<file path="config.mk">
export PLATFORM = sky130hd
export DESIGN_NAME = erbn_queue
export DESIGN_NICKNAME = d
export VERILOG_FILES = /design/src/design/erbn_pkg.sv /design/src/design/erbn_queue.sv
export SDC_FILE = /design/constraint.sdc
export NUM_CORES = 1
export LEC_CHECK = 0
export ABC_AREA = 1
export BUFFER_PORTS_ARGS = -buffer_cell sky130_fd_sc_hd__buf_4
export CORE_ASPECT_RATIO = 2
export CORE_MARGIN = 8
export CORE_UTILIZATION = 58
export CTS_BUF_LIST = sky130_fd_sc_hd__clkbuf_4
export CTS_CLUSTER_DIAMETER = 120
export DETAILED_ROUTE_END_ITERATION = 6
export GPL_TIMING_DRIVEN = 0
export PLACE_DENSITY_LB_ADDON = 0.08
export SETUP_SLACK_MARGIN = 0.1
export SLEW_MARGIN = 20
export SYNTH_ARGS = -nofsm -noshare
export SYNTH_HDL_FRONTEND = slang
export SYNTH_SLANG_ARGS = --single-unit
</file>
<file path="constraint.sdc">
create_clock -name clk -period 10.6 [get_ports clk]
set_clock_uncertainty 0.2 [all_clocks]
set_input_delay 0.53 -clock clk [delete_from_list [all_inputs] [get_ports clk]]
set_output_delay 0.53 -clock clk [all_outputs]
set_load 0.03 [all_outputs]
</file>
<file path="src/design/erbn_pkg.sv">
// Shared constants, types and tables of the ERB feature normaliser.
package erbn_pkg;

    localparam int NUM_BANDS     = 32;
    localparam int NUM_NORM_BINS = 96;
    localparam int NUM_BINS      = 481;

    // the width table has 32 entries, so no more bands than that are tracked
    localparam int BAND_LIM = (NUM_BANDS < 32) ? NUM_BANDS : 32;
    localparam int BIN_W    = $clog2(NUM_BINS + 1);
    localparam int BAND_W   = $clog2(BAND_LIM + 1);
    localparam int BAND_AW  = (BAND_LIM > 1) ? $clog2(BAND_LIM) : 1;
    localparam int NORM_AW  = (NUM_NORM_BINS > 1) ? $clog2(NUM_NORM_BINS) : 1;

    localparam logic [15:0] ALPHA_RESET = 16'd64881;
    localparam logic [47:0] EPS_Q44     = 48'd1759;
    localparam logic [23:0] LOG2_OFFSET = 24'd2883584;   // 44 in Q.16
    localparam logic [18:0] DB_PER_LOG2 = 19'd197283;    // 10*log10(2) in Q.16
    localparam logic [16:0] RECIP5      = 17'd52429;     // 2^18 / 5, rounded up

    localparam longint MAG_N1  = longint'(NUM_NORM_BINS) - 1;
    localparam longint MAG_DEN = (MAG_N1 > 0) ? 64'd1000000 * MAG_N1 : 64'd1;
    localparam longint BAND_DEN = (NUM_BANDS > 1) ? longint'(NUM_BANDS) - 1 : 64'd1;

    typedef struct packed {
        logic signed [23:0] bin_real;
        logic signed [23:0] bin_imag;
        logic               frame_start;
    } in_item_t;

    typedef struct packed {
        logic               feature_kind;
        logic [6:0]         feature_index;
        logic signed [15:0] value_a;
        logic signed [15:0] value_b;
        logic               frame_last;
    } out_item_t;

    // one classified bin, passed from the front to the back
    typedef struct packed {
        logic signed [23:0] re;
        logic signed [23:0] im;
        logic [BIN_W-1:0]   k;
        logic [BAND_W-1:0]  band;
        logic [6:0]         width;
        logic               norm;
        logic               band_ok;
        logic               band_end;
        logic               sum_clr;
        logic               last;
    } desc_t;

    typedef enum logic [4:0] {
        S_IDLE, S_SQ_RE, S_SQ_IM, S_MSQRT, S_MMUL1, S_MMUL2, S_SSQRT, S_NSET, S_NDIV,
        S_EMIT_N, S_ACC, S_BDIV, S_NORM, S_LOG, S_DB1, S_DB2, S_MEAN1, S_MEAN2,
        S_MEAN3, S_FEAT1, S_FEAT2, S_EMIT_B
    } back_state_t;

    function automatic logic [6:0] erb_width(input logic [4:0] i);
        logic [6:0] w;
        case (i)
            5'd13, 5'd14: w = 7'd5;
            5'd15, 5'd16: w = 7'd7;
            5'd17: w = 7'd8;
            5'd18: w = 7'd10;
            5'd19: w = 7'd12;
            5'd20: w = 7'd13;
            5'd21: w = 7'd15;
            5'd22: w = 7'd18;
            5'd23: w = 7'd20;
            5'd24: w = 7'd24;
            5'd25: w = 7'd28;
            5'd26: w = 7'd31;
            5'd27: w = 7'd37;
            5'd28: w = 7'd42;
            5'd29: w = 7'd50;
            5'd30: w = 7'd56;
            5'd31: w = 7'd67;
            default: w = 7'd2;
        endcase
        return w;
    endfunction

    function automatic logic [23:0] mag_init(input int f);
        longint num;
        if (MAG_N1 <= 0)
            return 24'd4194;
        num = 64'd4194304 * (64'd1000 * MAG_N1 - 64'd900 * longint'(f));
        return 24'((num + MAG_DEN / 2) / MAG_DEN);
    endfunction

    function automatic logic signed [15:0] band_init(input int b);
        longint off;
        off = (NUM_BANDS > 1) ? (64'd3840 * longint'(b) + BAND_DEN / 2) / BAND_DEN : 64'd0;
        return 16'(-64'd7680 - off);
    endfunction

endpackage

</file>
<file path="src/design/erbn_queue.sv">
// Two-entry queue of classified bins between front and back.
module erbn_queue (
    input  logic            clk,
    input  logic            rst_n,
    input  logic            push,
    input  erbn_pkg::desc_t push_data,
    output logic            full,
    input  logic            pop,
    output erbn_pkg::desc_t pop_data,
    output logic            empty
);
    import erbn_pkg::*;

    desc_t      slot_reg [2];
    logic       wr_ptr_reg, rd_ptr_reg;
    logic [1:0] count_reg;

    assign full     = (count_reg == 2'd2);
    assign empty    = (count_reg == 2'd0);
    assign pop_data = slot_reg[rd_ptr_reg];

    always_ff @(posedge clk)
    begin
        if (push)
            slot_reg[wr_ptr_reg] <= push_data;
    end

    always_ff @(posedge clk or negedge rst_n)
    begin
        if (!rst_n)
        begin
            wr_ptr_reg <= 1'b0;
            rd_ptr_reg <= 1'b0;
            count_reg  <= 2'd0;
        end
        else
        begin
            if (push)
                wr_ptr_reg <= !wr_ptr_reg;
            if (pop)
                rd_ptr_reg <= !rd_ptr_reg;
            count_reg <= count_reg + {1'b0, push} - {1'b0, pop};
        end
    end

endmodule

</file>
# --- After elaboration in Yosys (flattened, before gate mapping) ---
# Memory sizes are Yosys's and may differ from the RTL's.
# Index checks and enable logic that the tools add are counted.
totals:
  ff_bits: 4
  ram_bits: 150
  input_bits: 79
  out_inout_bits: 77
  elab_cells: 12
  memories: 1
memory_table:
  columns: ["memory", "words", "word_bits", "read_ports", "rd_ports_with_merged_regs", "write_ports", "line_no", "text"]
  rows:
  - ["slot_reg", 2, 75, 1, 0, 1, "erbn_queue.sv:14", "desc_t slot_reg [2];"]
classes:
  n_addsub: 2
  n_eq_ne: 1
  muxes: 2
  n_reduce_logical: 3
ops:
  columns: ["operator", "count"]
  rows:
  - ["2-bit by 1-bit adder with 2-bit output", 1]
  - ["2-bit equality test, second input constant", 1]
  - ["1-bit zero test", 2]
  - ["2-bit zero test", 1]
  - ["1-bit two-way mux", 2]
  - ["2-bit by 1-bit subtractor with 2-bit output", 1]

# --- Depth between registers and ports, before layout ---
logic_depth:
  word_depth: 2
  ltp_mapped: 7
  ltp_nobuf: 7

# --- Worst setup path after synthesis ---
# No wires, ideal clock.
synth_path:
  path_kind: "input port to flip-flop"
  start: "input push"
  end: "memory slot_reg[0][0] (netlist name) (enable)"
  setup_ns: 0.511
  t_arrival_ns: 3.713
  t_required_ns: 9.889
  setup_slack_ns: 6.176
  stages: 2
  path_buffers: 0
  path_cell_list: "inv_1 nor2_1"
synth_via:
  elab_chain_len: 2
synth_lines:
  columns: ["item", "line_no", "text"]
  rows:
  - ["start: declaration", "erbn_queue.sv:5", "input logic push,"]
  - ["1-bit two-way mux", "erbn_queue.sv:24", "if (push)"]
  - ["1-bit two-way mux (not written as such)", "erbn_queue.sv:25", "slot_reg[wr_ptr_reg] <= push_data;"]
  - ["end: declaration", "erbn_queue.sv:14", null]
# Every way passes these cells.

==> metrics.yaml <==
p_clk_frac: 0.167
vias: 4056
hold_viol: 0
start_util: 0.594
gp_congestion: 0.709
p_int_mw: 1.31
power.share.sequential: 0.384
placed_area_um2: 7240
cts_buffers: 17
dieWidth_um: 86.7
p_sw_frac: 0.404
r2r_end: "slot_reg[0][43]"
crit_type: "register to primary output"
ant_nets: 0
finalWirelength_mm: 14.3
tightest_slew_ps: 742
slowest_delay_ps: 570
critPathTopFamily: "buffers and inverters"
fin_area_um2: 8320
synth_area_leader_cell: "edfxtp_1"
grt_pass1_wl_mm: 21.8
syn_to_final_growth_pct: 43.6
die_area_um2: 13600
p_leak_nw: 3.55
clock_latency_ps: 540
drive_above_1_share: 0.293
ff_latch_area_um2: 4600
htreeDepth: 4
drt-initial-drc-count: 169
route.detailed.drc: 0
wire_per_inst_um: 17.4
viasPerCell: 4.95
grt_setup_unrepaired: "false"
hold_ws_ps: 104
hp-class: "input port to asynchronous set/reset pin"
first_global_vias: 4495
dp.cells: 707
ys_types: 14
grt_max_degree: 40
final_cell_mix: "buf_4 (156), edfxtp_1 (150), inv_1 (81), nand2_1 (81), dlygate4sd3_1 (78)"
clk_pin_slew_ps: 130
grt-ovfl-total: 0
clock_path_buffers: 2
period_minus_slack_ps: 2670
crit_buf_inv: 3
ios: 156
seq_area_frac_synth: 0.794
finalSetupTns_ps: 0
endpoint_kind: "primary output"
worst-path-max-fanout: 10
core_area_um2: 9760
cp_data_arrival_time_ps: 1940
synth_seq_cells: 154
timing.slew.headroom: 0.504
finalNonFillerCells: 819
nets: 753
root_buffer: "clkbuf_4"
ir_drop_mv: 0.197
cpMaxStageDelayCell: "dfrtp_1"
reg2reg_from: "wr_ptr_reg"
io_buffers: 155
multi_input_comb_area_um2: 746
post-route-period-util: 0.252
netlist_area_um2: 5800
status: "finished, final reports clean"
slew_viol_final: 0
synth_area_per_cell_um2: 13.9
cts_sinks: 154
place_hpwl_mm: 9.07
crit_chain: "buf_6, clkbuf_8, nand2_1, o21ai_0, buf_4"
max-cap-violations: 0
fmax_ghz: 0.375
synth.area.top_cells: "edfxtp_1 (78%), o21ai_0 (6.5%), inv_1 (5.3%)"
cts-resized-gates: 0
syn_nets: 497
net-switching-power_mw: 0.889
synth_top_area_frac: 0.777
antenna_found_initial: 1
cts_tree: "yes"
reg2reg_depth: 3
layout_commonest_cell: "buf_4"
rows: 51
setup-violations-final: 0
ys_warn_count: 0
syn_inst: 416
r2r_slack_ps: 8570
power_frac_comb: 0.449
dieHeight_um: 157
nFillCells: 470
worstPathRequired_ps: 9870
p_per_area_nw_per_um2: 264
critPathLaunchType: "register"
grt_use_total: 0.216
largest_reg_flops: 150
first_pass_iters: 6
==> layer usage <==
metal / track usage / part of all wire / wire length, um / vias up
met5: 0 / 0 / 0 / -
met4: 0.111 / 0.029 / 411 / 0
met3: 0.0836 / 0.073 / 1040 / 32
met2: 0.403 / 0.57 / 8210 / 156
met1: 0.190 / 0.32 / 4630 / 1949
li1: - / - / - / 1919
==> Yosys cell counts <==
| cell | count |
|---|---|
| buf_4 | 1 |
| buf_6 | 1 |
| clkbuf_1 | 6 |
| clkbuf_4 | 1 |
| clkbuf_8 | 7 |
| dfrtp_1 | 4 |
| edfxtp_1 | 150 |
| ha_1 | 2 |
| inv_1 | 82 |
| nand2_1 | 81 |
| nand3_1 | 1 |
| nor2_1 | 3 |
| o21ai_0 | 75 |
| xor2_1 | 2 |
==> worst max path at each step <==
stage | cells after the start | slack [ps] | startpoint | to
6_report | 5 | 7930 | rd_ptr_reg | pop_data[21]
5_1_grt | 3 | 7760 | rd_ptr_reg | pop_data[21]
4_1_cts | 5 | 7870 | rd_ptr_reg | pop_data[38]
3_5_place_dp | 5 | 8360 | push | slot_reg[0][68]
3_3_place_gp | 3 | 4420 | push | slot_reg[0][63]
2_1_floorplan | 2 | 6180 | push | slot_reg[0][0]
==> power by group through the flow <==
| stage | Combinational [mW] | Sequential, mW | Clock (mW) |
|---|---|---|---|
| 6_report | 0.989 | 0.844 | 0.368 |
| 5_1_grt | 1.06 | 0.854 | 0.401 |
| 4_1_cts | 0.985 | 0.843 | 0.372 |
| 3_5_place_dp | 0.959 | 0.857 | 0 |
| 3_3_place_gp | 0.917 | 0.868 | 0 |
| 2_1_floorplan | 0.571 | 0.855 | 0 |
==> layout make-up <==
cell class                 instances  area share
multi-input combinational        164      0.0896
clock inverter                    15      0.0209
clock buffer                      17      0.0153
sequential                       154       0.553
buffer                            16      0.0174
inverter                          82      0.0373
timing repair buffer             237       0.246
antenna                            2    0.000601
tap                              132      0.0198
==> kinds of logic after synthesis <==
| kind of cell | count (synthesis) | synth area share |
|---|---|---|
| and+or+nand+nor | 85 | 0.0553 |
| adders and majority gates | 2 | 0.00432 |
| DFF | 154 | 0.794 |
| AOI/OAI and AO/OA | 75 | 0.0648 |
| buffers and inverters | 98 | 0.0782 |
| xor gates and xnor gates | 2 | 0.00302 |
==> metrics by stage <==
stage / utilization / setup slack, ps / total power, mW
final: 0.853 / 7930 / 2.20
after detailed placement: 0.741 / 8360 / 1.82
after global routing: 0.852 / 7760 / 2.31
after floorplan: - / 6180 / 1.43
after global placement: 0.730 / 4420 / 1.79
after CTS: 0.852 / 7870 / 2.20
==> what timing repair did <==
item / CTS / global route
endpoints found under the hold margin: 156 / 0
setup buffers: 0 / 0
hold buffers: 78 / 0
Power figures use the tool's default switching activity.
