<file path="src/design/erbn_pkg.sv">
// Shared constants, types and tables of the ERB feature normaliser.
package erbn_pkg;

    localparam int NUM_BANDS     = 32;
    localparam int NUM_NORM_BINS = 96;
    localparam int NUM_BINS      = 481;

    // the width table has 32 entries, so no more bands than that are tracked
    localparam int BAND_LIM = (NUM_BANDS < 32) ? NUM_BANDS : 32;
    localparam int BIN_W    = $clog2(NUM_BINS + 1);
    localparam int BAND_W   = $clog2(BAND_LIM + 1);
    localparam int BAND_AW  = (BAND_LIM > 1) ? $clog2(BAND_LIM) : 1;
    localparam int NORM_AW  = (NUM_NORM_BINS > 1) ? $clog2(NUM_NORM_BINS) : 1;

    localparam logic [15:0] ALPHA_RESET = 16'd64881;
    localparam logic [47:0] EPS_Q44     = 48'd1759;
    localparam logic [23:0] LOG2_OFFSET = 24'd2883584;   // 44 in Q.16
    localparam logic [18:0] DB_PER_LOG2 = 19'd197283;    // 10*log10(2) in Q.16
    localparam logic [16:0] RECIP5      = 17'd52429;     // 2^18 / 5, rounded up

    localparam longint MAG_N1  = longint'(NUM_NORM_BINS) - 1;
    localparam longint MAG_DEN = (MAG_N1 > 0) ? 64'd1000000 * MAG_N1 : 64'd1;
    localparam longint BAND_DEN = (NUM_BANDS > 1) ? longint'(NUM_BANDS) - 1 : 64'd1;

    typedef struct packed {
        logic signed [23:0] bin_real;
        logic signed [23:0] bin_imag;
        logic               frame_start;
    } in_item_t;

    typedef struct packed {
        logic               feature_kind;
        logic [6:0]         feature_index;
        logic signed [15:0] value_a;
        logic signed [15:0] value_b;
        logic               frame_last;
    } out_item_t;

    // one classified bin, passed from the front to the back
    typedef struct packed {
        logic signed [23:0] re;
        logic signed [23:0] im;
        logic [BIN_W-1:0]   k;
        logic [BAND_W-1:0]  band;
        logic [6:0]         width;
        logic               norm;
        logic               band_ok;
        logic               band_end;
        logic               sum_clr;
        logic               last;
    } desc_t;

    typedef enum logic [4:0] {
        S_IDLE, S_SQ_RE, S_SQ_IM, S_MSQRT, S_MMUL1, S_MMUL2, S_SSQRT, S_NSET, S_NDIV,
        S_EMIT_N, S_ACC, S_BDIV, S_NORM, S_LOG, S_DB1, S_DB2, S_MEAN1, S_MEAN2,
        S_MEAN3, S_FEAT1, S_FEAT2, S_EMIT_B
    } back_state_t;

    function automatic logic [6:0] erb_width(input logic [4:0] i);
        logic [6:0] w;
        case (i)
            5'd13, 5'd14: w = 7'd5;
            5'd15, 5'd16: w = 7'd7;
            5'd17: w = 7'd8;
            5'd18: w = 7'd10;
            5'd19: w = 7'd12;
            5'd20: w = 7'd13;
            5'd21: w = 7'd15;
            5'd22: w = 7'd18;
            5'd23: w = 7'd20;
            5'd24: w = 7'd24;
            5'd25: w = 7'd28;
            5'd26: w = 7'd31;
            5'd27: w = 7'd37;
            5'd28: w = 7'd42;
            5'd29: w = 7'd50;
            5'd30: w = 7'd56;
            5'd31: w = 7'd67;
            default: w = 7'd2;
        endcase
        return w;
    endfunction

    function automatic logic [23:0] mag_init(input int f);
        longint num;
        if (MAG_N1 <= 0)
            return 24'd4194;
        num = 64'd4194304 * (64'd1000 * MAG_N1 - 64'd900 * longint'(f));
        return 24'((num + MAG_DEN / 2) / MAG_DEN);
    endfunction

    function automatic logic signed [15:0] band_init(input int b);
        longint off;
        off = (NUM_BANDS > 1) ? (64'd3840 * longint'(b) + BAND_DEN / 2) / BAND_DEN : 64'd0;
        return 16'(-64'd7680 - off);
    endfunction

endpackage

</file>
<file path="src/design/erbn_front.sv">
// Front end: accepts bins, tracks frame and band position, classifies each bin.
module erbn_front (
    input  logic              clk,
    input  logic              rst_n,
    input  logic              in_valid,
    output logic              in_stall,
    input  erbn_pkg::in_item_t in_data,
    output logic              push,
    output erbn_pkg::desc_t   push_data,
    input  logic              full
);
    import erbn_pkg::*;

    logic [BIN_W-1:0]  bin_cnt_reg, bin_cnt_next;
    logic [BAND_W-1:0] band_cnt_reg, band_cnt_next;
    logic [6:0]        band_pos_reg, band_pos_next;
    logic [BIN_W-1:0]  bc;
    logic [BAND_W-1:0] bd;
    logic [6:0]        bp;
    logic              take;
    logic              in_frame;

    assign in_stall = full;
    assign take     = in_valid && !full;

    always_comb
    begin
        bc = in_data.frame_start ? '0 : bin_cnt_reg;
        bd = in_data.frame_start ? '0 : band_cnt_reg;
        bp = in_data.frame_start ? '0 : band_pos_reg;
        in_frame = (32'(bc) < NUM_BINS);

        push_data.re       = in_data.bin_real;
        push_data.im       = in_data.bin_imag;
        push_data.k        = bc;
        push_data.band     = bd;
        push_data.width    = erb_width(5'(bd));
        push_data.norm     = (32'(bc) < NUM_NORM_BINS);
        push_data.band_ok  = (32'(bd) < BAND_LIM);
        push_data.band_end = push_data.band_ok && ((bp + 7'd1) >= push_data.width);
        push_data.sum_clr  = (bp == '0);
        push_data.last     = (32'(bc) == NUM_BINS - 1);

        push          = take && in_frame;
        bin_cnt_next  = bin_cnt_reg;
        band_cnt_next = band_cnt_reg;
        band_pos_next = band_pos_reg;
        if (push)
        begin
            bin_cnt_next  = bc + 1'b1;
            band_cnt_next = bd;
            band_pos_next = bp;
            if (push_data.band_ok)
            begin
                if (push_data.band_end)
                begin
                    band_cnt_next = bd + 1'b1;
                    band_pos_next = '0;
                end
                else
                begin
                    band_pos_next = bp + 7'd1;
                end
            end
        end
    end

    always_ff @(posedge clk or negedge rst_n)
    begin
        if (!rst_n)
        begin
            bin_cnt_reg  <= '0;
            band_cnt_reg <= '0;
            band_pos_reg <= '0;
        end
        else
        begin
            bin_cnt_reg  <= bin_cnt_next;
            band_cnt_reg <= band_cnt_next;
            band_pos_reg <= band_pos_next;
        end
    end

endmodule

</file>
<file path="config.mk">
export PLATFORM = sky130hd
export DESIGN_NAME = erbn_front
export DESIGN_NICKNAME = d
export VERILOG_FILES = /design/src/design/erbn_pkg.sv /design/src/design/erbn_front.sv
export SDC_FILE = /design/constraint.sdc
export NUM_CORES = 1
export LEC_CHECK = 0
export CORE_UTILIZATION = 50
export DETAILED_ROUTE_END_ITERATION = 12
export DONT_BUFFER_PORTS = 1
export SLEW_MARGIN = 20
export SYNTH_ARGS = -nofsm -noshare
export SYNTH_HDL_FRONTEND = slang
export SYNTH_SLANG_ARGS = --single-unit
</file>
<file path="constraint.sdc">
create_clock -name clk -period 8.9 [get_ports clk]
set_clock_uncertainty 0.1 [all_clocks]
set_input_delay 1.335 -clock clk [delete_from_list [all_inputs] [get_ports clk]]
set_output_delay 1.335 -clock clk [all_outputs]
set_load 0.1 [all_outputs]
</file>
* Word level (Yosys, flattened, before mapping) *
Memory sizes are Yosys's and may differ from the RTL's.
Index checks and enable logic that the tools add are counted.

word-level totals
  bits in latches = 0
  bits in read-only memories = 224
  bits in writable memories = 0
  memories kept = 1
  register bits after elaboration = 22
  logic and storage cells = 24
  input bits = 53

memory list
  name              depth  width  rd ports  clocked after Yosys merged registers in  write ports  RTL line        RTL
  (name not given)  32     7      1         0                                        0            erbn_pkg.sv:61  case (i)

cells by class
  multipliers = 0
  shift-type cells = 0
  eq/ne operators = 1
  $lt $le $gt $ge = 4
  bitwise gates (word level) = 0
  reductions and logical operators = 5
  div/mod/pow operators = 0
  muxes and demuxes = 7
  $add $sub $neg = 3

operators by type and width
  kind                   count
  $mux W7                3
  $mux W6                3
  $add A9 B1 Y9 const B  1
  $eq A9 B9 Y1 const B   1
  $lt A9 B7 Y1 const B   1
  $lt A9 B9 Y1 const B   1
  $mux W9                1
  $add A7 B1 Y7 const B  1
  $ge A7 B7 Y1           1
  $logic_not A7 Y1       1
  $add A6 B1 Y6 const B  1
  $lt A6 B6 Y1 const B   1
  $logic_and A1 B1 Y1    3
  $logic_not A1 Y1       1

* Longest topological paths before layout *
  depth in word-level cells = 6
  gate-level depth with buffers = 16
  gate-level depth less buffers = 14

* Worst setup path before layout *
Ideal clock, no wire load.

  kind = input port to output port
  start point = input port in_data[0] (netlist name)
  end point = output port push_data[2] (netlist name)
  path buffers = 2
  data arrival time = 9.046 ns
  stages = 11
  setup slack = -1.581 ns
  data required time = 7.465 ns
  cells stage by stage = buf_4 > nor2b_1 > inv_1 > ha_1 > o41ai_1 > ha_1 > nand2b_1 > a211oi_1 > o21a_1 > buf_2 > nor2_1

RTL lines
  element             RTL line         RTL
  start: declaration  erbn_front.sv:7  input erbn_pkg::in_item_t in_data,
  end: declaration    erbn_front.sv:9  output erbn_pkg::desc_t push_data,

==> metrics.yaml <==
outcome:
  status: "finished clean"
pwr:
  irDropWorstVdd_v: 0.0001178
  p_int_mw: 0.2799
  p_leak_nw: 0.9459
  clockPowerShare_pct: 15.2
  switching_power_mw: 0.3436
  cellPowerDensity_mw_per_mm2: 286.7
  p_sw_share_pct: 55.10
  p_comb_share_pct: 59.0
  p_seq_share_pct: 25.8
  finalPower_mw: 0.6235
yosys:
  async_flop_share_pct: 100.0
  ys_types: 51
  synth_edf_count: 0
  synthFlopType: "dfrtp_1"
  synth_top_area_share_pct: 23.68
  netlist_instances: 297
  yosysTopAreaCell: "dfrtp_1"
  ys_seq_area_share_pct: 23.68
  ys_ff_latch: 22
  ys_top_cells_by_count: "50 x buf_4, 37 x nand2_1, 22 x dfrtp_1"
  avgSynthCellArea_um2: 7.827
  synth_area_mm2: 0.002325
  yosysMostFrequentCell: "buf_4"
  synth_area_leaders: "dfrtp_1 24%, buf_4 16%, ha_1 8.6%, nand2_1 6.0%, o21ai_0 3.0%"
  synth_warnings: 0
  syn_nets: 366
sta:
  period_needed_ns: 6.856
  setup_ws_ns: 2.044
  drv_slew: 0
  period_share_pct: 77.04
  tightest_slew_ns: 1.136
  relSlewSlack_pct: 24.16
  rsz0062_at_grt: "false"
  setup-violations-final: 0
  hold_violations: 0
  setup_tns_ns: 0
  max_freq_mhz: 145.9
worst_hold_path:
  worstHoldStart: "band_pos_reg[4]"
  hold_end: "band_pos_reg[4]"
  hold_path_depth: 1
  hp-class: "reg2reg"
critical_path:
  r2r_cells: 14
  r2r-end: "band_cnt_reg[1]"
  crit_path_frequent_cell: "ha_1"
  required_ns: 7.47
  worst_setup_path_start_kind: "primary input"
  critical-path-max-stage-delay_ns: 0.90
  crit_path_end_kind: "primary output"
  r2r_slack_ns: 4.22
  reg2reg_from: "band_cnt_reg[0]"
  cp_max_fo: 29
  crit_slowest_cell: "nor2_2"
  worstPathArrival_ns: 5.42
  crit_type: "in2out"
  crit_chain: "inv_2 -> nand2_1 -> inv_1 -> ha_1 -> a22oi_1 -> mux2i_1 -> o21ai_0 -> o41ai_4 -> buf_4 -> ha_1 -> nand2b_1 -> a211oi_1 -> o21a_1 -> nor2_2"
final_layout:
  nFillCells: 442
  drive_gt1_share_pct: 13.52
  areaGrowthSynthToFinish_pct: -6.458
  design_area_mm2: 0.002175
  nNetsFinal: 314
  largest_register_ffs: 9
  diodes: 0
clock_network:
  cts_buffers: 3
  postCtsSetupRepairBufs: 0
  cts_tree: "done"
  cts.sinks: 22
  htreeDepth: 1
  cts.reportedPaths.clkPinSlew_ns: 0.09
  cts-resized-gates: 0
  ctsHoldBuffers: 0
  clk_path_buf_depth: 2
  clock_latency_ns: 0.26
  root_buffer: "clkbuf_8"
global_route:
  grtUsageTotal_pct: 21.04
  grt_pass1_vias: 1735
  grt_pass1_wl_mm: 8.411
  gr-total-overflow: 0
  grt_max_degree: 30
  grt_antenna_before_repair: 0
place:
  postPlaceCellArea_mm2: 0.002103
  routabilityCongestion: 0.8877
  portBuffers: 0
  hpwl_mm: 3.716
  dp_slack_ns: 2.065
die:
  start_util_pct: 52.66
  ios: 130
  rows: 24
  die_x_um: 70.19
  fp.coreArea_mm2: 0.004414
  dieHeight_um: 70.19
  die_area_mm2: 0.004926
routing:
  drt_drc_violations_left: 0
  drt_iter0_drc: 162
  dr.pass1.iters: 4
  totalWireLength_mm: 5.040
  avgViaCountPerCell: 6.199
  num_vias: 1835
  postRouteAntennaNets: 0
  wl_per_cell_um: 17.03
flow_run:
  max_cap_viol_count: 0
-- layout by cell type, fill, tap and decap left out, drive strengths merged, types with 2 or more instances in the layout --
master   n
o21a     4
o21ai   16
o211ai   5
dfrtp   22
a311o    2
nand4    8
buf      6
nor4     4
nor3    11
mux2i    2
xnor2    4
nor2    12
ha      16
inv     18
clkbuf   4
o31ai    2
o311ai   2
or2      2
a21oi   10
o41ai    3
a21o     2
nand2   37
nor2b    8
a22o     5
and3     3
nand3   13
xor2     2
a211oi   2
or3      2
nand2b   3
-- how the worst max path moves through the flow --
stage / end / from / cells past startpoint
floorplan: push_data[2] / in_data[0] / 11
global route: push_data[2] / in_data[0] / 14
detailed placement: push_data[2] / in_data[0] / 14
finish: push_data[2] / in_data[0] / 14
CTS: push_data[2] / in_data[0] / 14
global placement: push_data[2] / in_data[0] / 14
-- metrics by stage --
| step | hold slack (ns) | utilization (%) | std cells |
|---|---|---|---|
| after detailed placement | 0.4081 | 47.65 | 292 |
| final | 0.4268 | 49.26 | 296 |
| after global placement | 0.4138 | 47.48 | 292 |
| after CTS | 0.4289 | 49.26 | 296 |
| after floorplan | 0.3792 | - | 297 |
| after global routing | 0.4660 | 49.26 | 296 |
-- power by group through the flow --
| stage | logic, mW | registers (mW) | clock network [mW] |
|---|---|---|---|
| floorplan | 0.431 | 0.140 | 0 |
| global placement | 0.363 | 0.163 | 0 |
| detailed placement | 0.367 | 0.162 | 0 |
| CTS | 0.368 | 0.160 | 0.0967 |
| global route | 0.398 | 0.166 | 0.101 |
| finish | 0.368 | 0.161 | 0.0946 |
-- metal layers --
metal	GRT usage (%)	share of wire [%]	up-vias
li1	-	-	889
met1	28.38	46	852
met2	33.33	46	78
met3	4.329	6.2	16
met4	7.556	1.5	0
met5	0	0	-
-- worst max-delay path, delay by kind of cell --
family / cells / cell delay [ns]
AOI/OAI and AO/OA: 5 / 0.81
buffers and inverters: 3 / 1.35
adders and majority gates: 2 / 0.53
and+or+nand+nor: 3 / 1.25
muxes: 1 / 0.13
-- kinds of logic after synthesis --
group                      count (synthesis)  share of synthesized area, %
adders and majority gates                 16                         8.611
and+or+nand+nor                          105                         22.55
AOI/OAI and AO/OA                         61                         18.52
buffers and inverters                     83                         22.07
DFF                                       22                         23.68
muxes                                      4                         2.314
xor gates and xnor gates                   6                         2.260
-- layout make-up --
type	count	area (um^2)	share of cell area [%]
clock buffers	3	41.29	1.899
clock inverters	1	30.03	1.381
inverters	19	71.32	3.280
multi-input cells	192	1326	60.99
flip-flops and latches	22	550.5	25.32
well taps	52	65.06	2.992
repair buffers	7	90.09	4.143
(Power assumes the default switching activity.)
